===== src/design/cdq_pkg.sv =====
// Shared definitions for the circular double-ended queue.
// Holds operation and status codes, default sizes and the response info struct.
// Depends on nothing; used by every module of the block.
package cdq_pkg;

	localparam int unsigned DEPTH_DEFAULT = 16;
	localparam int unsigned DATA_W        = 32;

	typedef enum logic [1:0] {
		OP_PUSH_FRONT = 2'd0,
		OP_PUSH_REAR  = 2'd1,
		OP_POP_FRONT  = 2'd2,
		OP_POP_REAR   = 2'd3
	} op_t;

	typedef enum logic [1:0] {
		ST_DONE       = 2'd0,
		ST_FULL       = 2'd1,
		ST_EMPTY      = 2'd2,
		ST_UNUSED     = 2'd3
	} status_t;

	// Travels with a transaction from the pointer stage to the output stage.
	typedef struct packed {
		logic    valid;
		status_t status;
	} rsp_info_t;

endpackage


===== src/design/circular_deque_top.sv =====
// Circular double-ended queue: one transaction per clock, busy never asserts.
// done is start delayed through info_s1 and info_s2, in step with the store read.
// Throughput: one transaction per cycle; the pointer update and store write are
// followed by the registered store read of front and rear.
// Reset clears pointers, count and strobes; store contents stay undefined until pushed.
// The receiver cannot stall: each result is shown for exactly one cycle on done.
module circular_deque_top #(
	parameter int unsigned DEPTH = cdq_pkg::DEPTH_DEFAULT,
	localparam int unsigned IDX_W = $clog2(DEPTH),
	localparam int unsigned CNT_W = $clog2(DEPTH + 1)
) (
	input  logic                              clk,
	input  logic                              arst_n,
	input  logic                              start,
	output logic                              busy,
	input  logic        [1:0]                 operation,
	input  logic signed [cdq_pkg::DATA_W-1:0] value,
	output logic                              done,
	output logic        [1:0]                 status,
	output logic signed [cdq_pkg::DATA_W-1:0] front_value,
	output logic signed [cdq_pkg::DATA_W-1:0] rear_value,
	output logic                              is_empty,
	output logic                              is_full,
	output logic        [CNT_W-1:0]           occupancy
);

	logic                       wr_en;
	logic [IDX_W-1:0]           wr_addr;
	logic [cdq_pkg::DATA_W-1:0] wr_data;
	logic [IDX_W-1:0]           head_q;
	logic [IDX_W-1:0]           tail_q;
	logic [CNT_W-1:0]           cnt_q;
	cdq_pkg::rsp_info_t         info_s1;
	cdq_pkg::rsp_info_t         info_s2;
	logic [CNT_W-1:0]           cnt_s2;
	logic [cdq_pkg::DATA_W-1:0] front_s2;
	logic [cdq_pkg::DATA_W-1:0] rear_s2;

	assign busy = 1'b0;

	cdq_ctrl #(.DEPTH(DEPTH)) u_ctrl (
		.clk     (clk),
		.arst_n  (arst_n),
		.start   (start),
		.op      (cdq_pkg::op_t'(operation)),
		.value   (value),
		.wr_en   (wr_en),
		.wr_addr (wr_addr),
		.wr_data (wr_data),
		.head_q  (head_q),
		.tail_q  (tail_q),
		.cnt_q   (cnt_q),
		.info_s1 (info_s1)
	);

	cdq_store #(.DEPTH(DEPTH)) u_store (
		.clk        (clk),
		.wr_en      (wr_en),
		.wr_addr    (wr_addr),
		.wr_data    (wr_data),
		.front_addr (head_q),
		.rear_addr  (tail_q),
		.front_s2   (front_s2),
		.rear_s2    (rear_s2)
	);

	// The pointer registers hold the state left by the stage-one transaction,
	// so the count is captured here alongside the store read.
	always_ff @(posedge clk or negedge arst_n) begin
		if (!arst_n) begin
			info_s2 <= '{valid: 1'b0, status: cdq_pkg::ST_DONE};
			cnt_s2  <= '0;
		end else begin
			info_s2 <= info_s1;
			cnt_s2  <= cnt_q;
		end
	end

	assign done        = info_s2.valid;
	assign status      = info_s2.status;
	assign is_empty    = (cnt_s2 == '0);
	assign is_full     = (cnt_s2 == CNT_W'(DEPTH));
	assign occupancy   = cnt_s2;
	assign front_value = is_empty ? '0 : signed'(front_s2);
	assign rear_value  = is_empty ? '0 : signed'(rear_s2);

	a_done_latency: assert property (@(posedge clk) disable iff (!arst_n)
		start |-> ##2 done)
		else $error("transaction result did not appear two cycles after start");

	a_flags_exclusive: assert property (@(posedge clk) disable iff (!arst_n)
		done |-> !(is_empty && is_full))
		else $error("queue reported empty and full at once");

	a_empty_reject: assert property (@(posedge clk) disable iff (!arst_n)
		done && status == cdq_pkg::ST_EMPTY |-> is_empty)
		else $error("empty rejection reported with elements held");

endmodule


===== src/design/cdq_ctrl.sv =====
// Pointer and count control of the circular double-ended queue.
// Decides each transaction, updates head, tail and count, and issues the store write.
// Depends on cdq_pkg.
module cdq_ctrl #(
	parameter int unsigned DEPTH = cdq_pkg::DEPTH_DEFAULT,
	localparam int unsigned IDX_W = $clog2(DEPTH),
	localparam int unsigned CNT_W = $clog2(DEPTH + 1)
) (
	input  logic                              clk,
	input  logic                              arst_n,
	input  logic                              start,
	input  cdq_pkg::op_t                      op,
	input  logic        [cdq_pkg::DATA_W-1:0] value,
	output logic                              wr_en,
	output logic        [IDX_W-1:0]           wr_addr,
	output logic        [cdq_pkg::DATA_W-1:0] wr_data,
	output logic        [IDX_W-1:0]           head_q,
	output logic        [IDX_W-1:0]           tail_q,
	output logic        [CNT_W-1:0]           cnt_q,
	output cdq_pkg::rsp_info_t                info_s1
);

	logic [IDX_W-1:0]   head_d;
	logic [IDX_W-1:0]   tail_d;
	logic [CNT_W-1:0]   cnt_d;
	cdq_pkg::status_t   status_d;
	logic               full;
	logic               empty;

	function automatic logic [IDX_W-1:0] wrap_inc(input logic [IDX_W-1:0] idx);
		return (idx == IDX_W'(DEPTH - 1)) ? '0 : idx + IDX_W'(1);
	endfunction

	function automatic logic [IDX_W-1:0] wrap_dec(input logic [IDX_W-1:0] idx);
		return (idx == '0) ? IDX_W'(DEPTH - 1) : idx - IDX_W'(1);
	endfunction

	assign full    = (cnt_q == CNT_W'(DEPTH));
	assign empty   = (cnt_q == '0);
	assign wr_data = value;

	always_comb begin
		head_d   = head_q;
		tail_d   = tail_q;
		cnt_d    = cnt_q;
		status_d = cdq_pkg::ST_DONE;
		wr_en    = 1'b0;
		wr_addr  = '0;
		case (op)
			cdq_pkg::OP_PUSH_FRONT, cdq_pkg::OP_PUSH_REAR: begin
				if (full) begin
					status_d = cdq_pkg::ST_FULL;
				end else if (empty) begin
					// The first element always lands in slot zero.
					head_d  = '0;
					tail_d  = '0;
					cnt_d   = CNT_W'(1);
					wr_en   = start;
					wr_addr = '0;
				end else if (op == cdq_pkg::OP_PUSH_FRONT) begin
					head_d  = wrap_dec(head_q);
					cnt_d   = cnt_q + CNT_W'(1);
					wr_en   = start;
					wr_addr = head_d;
				end else begin
					tail_d  = wrap_inc(tail_q);
					cnt_d   = cnt_q + CNT_W'(1);
					wr_en   = start;
					wr_addr = tail_d;
				end
			end
			default: begin
				if (empty) begin
					status_d = cdq_pkg::ST_EMPTY;
				end else if (cnt_q == CNT_W'(1)) begin
					// The indices are left stale; the next push resets them.
					cnt_d = '0;
				end else if (op == cdq_pkg::OP_POP_FRONT) begin
					head_d = wrap_inc(head_q);
					cnt_d  = cnt_q - CNT_W'(1);
				end else begin
					tail_d = wrap_dec(tail_q);
					cnt_d  = cnt_q - CNT_W'(1);
				end
			end
		endcase
	end

	always_ff @(posedge clk or negedge arst_n) begin
		if (!arst_n) begin
			head_q  <= '0;
			tail_q  <= '0;
			cnt_q   <= '0;
			info_s1 <= '{valid: 1'b0, status: cdq_pkg::ST_DONE};
		end else begin
			info_s1.valid <= start;
			if (start) begin
				head_q         <= head_d;
				tail_q         <= tail_d;
				cnt_q          <= cnt_d;
				info_s1.status <= status_d;
			end
		end
	end

	a_cnt_bound: assert property (@(posedge clk) disable iff (!arst_n)
		cnt_q <= CNT_W'(DEPTH))
		else $error("queue count exceeds its depth");

	a_reject_holds: assert property (@(posedge clk) disable iff (!arst_n)
		start && status_d != cdq_pkg::ST_DONE
		|=> $stable(cnt_q) && $stable(head_q) && $stable(tail_q))
		else $error("rejected transaction changed the queue state");

	a_wr_only_push: assert property (@(posedge clk) disable iff (!arst_n)
		wr_en |-> start && !full
			&& (op == cdq_pkg::OP_PUSH_FRONT || op == cdq_pkg::OP_PUSH_REAR))
		else $error("store written without an accepted push");

endmodule


===== src/design/cdq_store.sv =====
// Element store of the circular double-ended queue.
// One write port and two registered read ports for the front and rear elements.
// Depends on cdq_pkg for the element width.
module cdq_store #(
	parameter int unsigned DEPTH = cdq_pkg::DEPTH_DEFAULT,
	localparam int unsigned IDX_W = $clog2(DEPTH)
) (
	input  logic                       clk,
	input  logic                       wr_en,
	input  logic [IDX_W-1:0]           wr_addr,
	input  logic [cdq_pkg::DATA_W-1:0] wr_data,
	input  logic [IDX_W-1:0]           front_addr,
	input  logic [IDX_W-1:0]           rear_addr,
	output logic [cdq_pkg::DATA_W-1:0] front_s2,
	output logic [cdq_pkg::DATA_W-1:0] rear_s2
);

	logic [cdq_pkg::DATA_W-1:0] mem [DEPTH];

	// Reads return the old contents when the same entry is written at the same edge;
	// a transaction that writes then reads its own entry in the following cycle.
	always_ff @(posedge clk) begin
		if (wr_en) begin
			mem[wr_addr] <= wr_data;
		end
		front_s2 <= mem[front_addr];
		rear_s2  <= mem[rear_addr];
	end

endmodule

===== config.mk =====
export PLATFORM = sky130hd
export DESIGN_NAME = circular_deque_top
export DESIGN_NICKNAME = d
export VERILOG_FILES = /design/src/design/cdq_pkg.sv /design/src/design/circular_deque_top.sv /design/src/design/cdq_ctrl.sv /design/src/design/cdq_store.sv
export SDC_FILE = /design/constraint.sdc
export NUM_CORES = 1
export LEC_CHECK = 0
export BUFFER_PORTS_ARGS = -buffer_cell sky130_fd_sc_hd__buf_2
export CAP_MARGIN = 20
export CORE_ASPECT_RATIO = 0.75
export CORE_MARGIN = 2
export CORE_UTILIZATION = 44
export CTS_CLUSTER_SIZE = 14
export DETAILED_ROUTE_END_ITERATION = 10
export PLACE_DENSITY = 0.7
export SKIP_LAST_GASP = 1
export SYNTH_ARGS = -nofsm -noshare
export SYNTH_HDL_FRONTEND = slang
export SYNTH_HIERARCHICAL = 1
export SYNTH_SLANG_ARGS = --single-unit

===== constraint.sdc =====
create_clock -name clk -period 4.2 [get_ports clk]
set_clock_uncertainty 0.1 [all_clocks]
set_input_delay 0.42 -clock clk [delete_from_list [all_inputs] [get_ports clk]]
set_output_delay 0.42 -clock clk [all_outputs]
set_load 0.05 [all_outputs]

==> results summary <==
The worst register-to-register path begins at u_ctrl/head_q[0]$_DFFE_PN0P_. The largest net degree at the start of global routing came out at 129. The combinational share of power came out at between 40% and 50%. The worst setup path is captured at a flip-flop. The path class of the tightest hold or removal check is primary input to flip-flop. The deepest level of the CTS H-tree is 2. The initialized floorplan defines 78 standard-cell rows. 112 I/O pins were placed.

The kind of cell with the highest combined delay along the critical path is simple AND/OR/NAND/NOR gates. The remaining global-route overflow came out at 0. The maximum VDD drop is 0.534 mV. The number of global-route vias before repair came out at 15,074.

The number of port buffers is 110. The cell area after synthesis is 26,900 um^2. After clock tree synthesis, the clock-pin slew on the worst setup and hold paths is 0.07 ns. The largest area contributor in the synthesized netlist is sky130_fd_sc_hd__edfxtp_1.

The hold path depth is 1. Among all flip-flop cells after synthesis, the most frequent one is sky130_fd_sc_hd__edfxtp_1. The synthesized netlist net count is 1,469. The number of enable flip-flop cells after synthesis is 512. Counting the buffers created by CTS gives 56. Static timing analysis puts the maximum clock frequency at around 0.28 GHz. met2 is the most crowded layer. The post-synthesis average cell area is 18.9 um^2.

Once routing completed, OpenROAD measured the worst setup slack at 0.688 ns. The routed via count came out at about 14,000. Summing the areas of all compound-gate instances in the mapped netlist gives 7.41% of the synthesized area. The area growth from synthesis to final layout came out at 11.9%. In this run the biggest area consumer among cell types represents 57.1% of the synthesized area. The critical path is of the flip-flop to flip-flop type. Subtracting the final worst setup slack from the clock period gives around 3.5 ns. The worst slew margin relative to its limit came out at 21.2%. Summing the areas of all and, or, nand and nor instances in the mapped netlist gives 2.60% of the synthesized area. The required time at the endpoint of the critical path is 4.39 ns. In this run the clock root is driven by a sky130_fd_sc_hd__clkbuf_16. Setup repair after global routing left no endpoint under its margin.

The total count of hold-check failures in the final report came to 0. The largest fanout on the critical path is 12. The full die area came out at ~63,000 um^2. The worst-skew pair later-pin latency is just over 0.6 ns. The global-route track usage on met2 is 33.0%. The share of flip-flops with an asynchronous set or reset after synthesis came out at 4.00%. In this run the remaining antenna-violating nets after routing total 0. The number of post-CTS setup repair buffers is 0. The global-route total usage across every layer is between 20% and 30%. The worst-case hold slack came out at slightly above 0.07 ns.

The largest single stage delay on the critical path is 0.57 ns. The worst setup timing slack at the placement stage came out at 0.768 ns. The number of DRC violations after detailed-routing iteration 0 is approximately 1,400. The flow ran to the end, and the final reports show no timing, DRC or antenna violations. The switching fraction of total power is a little under two fifths. The post-synthesis share of cell area spent on xor and xnor gates came out at less than 1%. The transition time of the tightest slew-check pin came out at 1.18 ns. The critical path starts at u_ctrl/head_q[0]$_DFFE_PN0P_. The synthesized instance count is 1,423. The summed area of non-filler cells in the final layout came out at 30,100 um^2. The fraction of the yosys area taken by sequential cells came out at ~64%.

By area, the combinational part of the netlist is dominated by multiplexers. The final routed wire length divided by cell count came out at 27.7 um. Once detailed placement completed, the half-perimeter wirelength came to 37,000 um. Sorting the synthesized cells by how often they occur yields sky130_fd_sc_hd__edfxtp_1 (512), sky130_fd_sc_hd__mux4_2 (256), sky130_fd_sc_hd__a22oi_1 (128), sky130_fd_sc_hd__nand2_1 (76), sky130_fd_sc_hd__dfxtp_1 (64). The most common cell in the synthesized netlist is sky130_fd_sc_hd__edfxtp_1.

During synthesis, Yosys emitted a total of 6 warnings. The initial standard-cell utilization of the core came out at between 40% and 50%. The max-cap violation count is 0.

STA classifies the critical path startpoint as a flip-flop. The worst register-to-register path ends at u_store/mem[9][23]$_DFFE_PP_. The static leakage came out at ~10 nW. The design internal power came out at 13.7 mW. The power per unit of standard cell area is 733 nW/um^2. The total DRC errors in the routed layout is 0. The die width came out at slightly below 300 um. The post-detailed-route via-to-cell ratio is 6.17.

STA puts the critical path data arrival time at 3.71 ns. The post-synthesis cell type count came out at 67. The number of gates on the worst path with buffers counted came out at 10. The placeable core region is 60,500 um^2. After Yosys synthesis, full adders, half adders and majority gates account for 0.418% of the synthesized area. For met1 alone, demand over resource in global routing was between 20% and 30%.

The total wire length after detailed routing came out at between 60,000 and 70,000 um. The wire length of the first global-routing pass is 96,800 um. The die span in y came out at ~220 um.

Sorting the synthesized cells by area gives the leading types as sky130_fd_sc_hd__edfxtp_1 (57%), sky130_fd_sc_hd__mux4_2 (21%), sky130_fd_sc_hd__dfxtp_1 (4.8%). Setup violations remaining at the end of the flow were counted as 0. On the critical path, the stage with the largest delay is an instance of sky130_fd_sc_hd__nor2_4. The part of the cycle the worst path needs is between 80% and 90%. The critical path ends at u_store/mem[9][23]$_DFFE_PP_. The sink count of the clock tree is 600.

The number of hold buffers added after cts came out at 2. The multiplexer fraction of the synthesized cell area is between 20% and 30%. The initial antenna violation count is 4. The share of total power dissipated in sequential elements is 34.3%. The met3 track demand over resource is 4.50%. The cell area after placement is 28,300 um^2. The maximum number of buffers from clock root to sink came out at 3. The fraction of final layout cells sized beyond drive strength 1 came out at a little under two fifths. The path depth of the worst reg2reg path is 10. The post-cts resize count came out at 0. Walking the worst path, the cells encountered are inv_1 -> ha_1 -> inv_1 -> o31ai_1 -> nor2_1 -> a2111oi_2 -> buf_4 -> nand2b_1 -> nor2_4 -> buf_4. The global placer's final weighted congestion came out at 0.815. The count of final max-slew check failures came out at 0. At the end of the flow, the number of nets in the layout was 1,536. The flop and latch count out of synthesis is 600. The area used by multi-input combinational logic is 8980 um^2.

The number of detailed-route iterations in the first pass came out at 7. The TritonCTS clock tree is yes. The power share of the clock group came out at 22.9%. In the final layout, flip-flops and latches occupy between 15,000 and 20,000 um^2. The combined buffer and inverter count along the critical path is 4.

The net switching power figure is 8.34 mW. The final-layout fill cell count is 4,871. The minimum setup slack among reg-to-reg paths came out at between 0.6 and 0.7 ns.
[power groups by stage]
stage                     Clock [mW]  Combinational (mW)  Sequential, mW
after global placement             0                9.39            7.67
final                           5.05                9.46            7.57
after detailed placement           0                9.51            7.70
after floorplan                    0                7.24            7.55
after CTS                       5.14                9.54            7.58
after global routing            5.37                10.1            7.65
[per-layer routing]
| metal | up-vias | wire (um) |
|---|---|---|
| met5 | - | 40 |
| met1 | 7659 | 26600 |
| met2 | 614 | 31200 |
| li1 | 6057 | - |
| met3 | 90 | 5600 |
| met4 | 6 | 1220 |
[registers in the layout, summed over array words and instances (netlist names)]
| name | cells |
|---|---|
| u_store/mem | 512 |
| u_store/front_s2 | 32 |
| u_store/rear_s2 | 32 |
| occupancy | 5 |
| u_ctrl/cnt_q | 5 |
| u_ctrl/head_q | 4 |
| u_ctrl/tail_q | 4 |
| u_ctrl/info_s1 | 3 |
| status | 2 |
| done | 1 |
[worst register-to-register path, stage by stage, from the launching register on]
cell,delay [ns]
sky130_fd_sc_hd__dfrtp_4,0.52
sky130_fd_sc_hd__inv_1,0.09
sky130_fd_sc_hd__ha_1,0.21
sky130_fd_sc_hd__inv_1,0.09
sky130_fd_sc_hd__o31ai_1,0.28
sky130_fd_sc_hd__nor2_1,0.09
sky130_fd_sc_hd__a2111oi_2,0.36
sky130_fd_sc_hd__buf_4,0.25
sky130_fd_sc_hd__nand2b_1,0.26
sky130_fd_sc_hd__nor2_4,0.57
sky130_fd_sc_hd__buf_4,0.37
[cells in the final DEF (no fill, tap or decap), types with 12 or more instances in the layout]
cell and n:
sky130_fd_sc_hd__dfxtp_1 64, sky130_fd_sc_hd__clkbuf_16 57, sky130_fd_sc_hd__buf_4 30, sky130_fd_sc_hd__buf_2 110, sky130_fd_sc_hd__a21boi_0 22, sky130_fd_sc_hd__inv_1 12, sky130_fd_sc_hd__edfxtp_1 512, sky130_fd_sc_hd__nand2_1 76
sky130_fd_sc_hd__a21boi_2 40, sky130_fd_sc_hd__mux4_2 256, sky130_fd_sc_hd__a22oi_1 128, sky130_fd_sc_hd__dfrtp_1 19, sky130_fd_sc_hd__nor2_4 15, sky130_fd_sc_hd__clkbuf_1 14
[through the flow]
step | std cells | TNS (ns) | total power, mW | utilization [%]
after global placement | 2228 | 0 | 17.1 | 46.6
final | 2339 | 0 | 22.1 | 49.8
after global routing | 2337 | 0 | 23.1 | 49.8
after detailed placement | 2230 | 0 | 17.2 | 46.7
after floorplan | 1423 | -67.27 | 14.8 | -
after CTS | 2337 | 0 | 22.3 | 49.8
[worst min-delay path by stage]
| stage | slack (ns) | startpoint | endpoint |
|---|---|---|---|
| final | 0.07 | value[14] | u_store/mem[6][14]$_DFFE_PP_ |
| after floorplan | 0.02 | arst_n | done$_DFF_PN0_ |
| after CTS | 0.05 | value[15] | u_store/mem[13][15]$_DFFE_PP_ |
| after global placement | 0.24 | u_ctrl/info_s1[2]$_DFF_PN0_ | done$_DFF_PN0_ |
| after global routing | 0.06 | value[14] | u_store/mem[14][14]$_DFFE_PP_ |
| after detailed placement | 0.24 | u_ctrl/info_s1[2]$_DFF_PN0_ | done$_DFF_PN0_ |
[logic make-up after synthesis]
group	count (synthesis)
other	1
multiplexers	266
flip-flops	600
AO/OA/AOI/OAI	245
buffers and inverters	156
XOR/XNOR	4
AND/OR/NAND/NOR	142
adder cells (fa/ha/maj)	9
[cell type report]
| type | count | area share, % |
|---|---|---|
| Antenna cell | 2 | 0.0166 |
| Clock buffer | 81 | 5.37 |
| Clock inverter | 24 | 0.743 |
| Inverter | 14 | 0.174 |
| Multi-Input combinational cell | 667 | 29.8 |
| Sequential cell | 600 | 57.3 |
| Tap cell | 800 | 3.32 |
| Timing Repair Buffer | 151 | 3.24 |
Note: power is estimated with default switching activity, not from simulation.
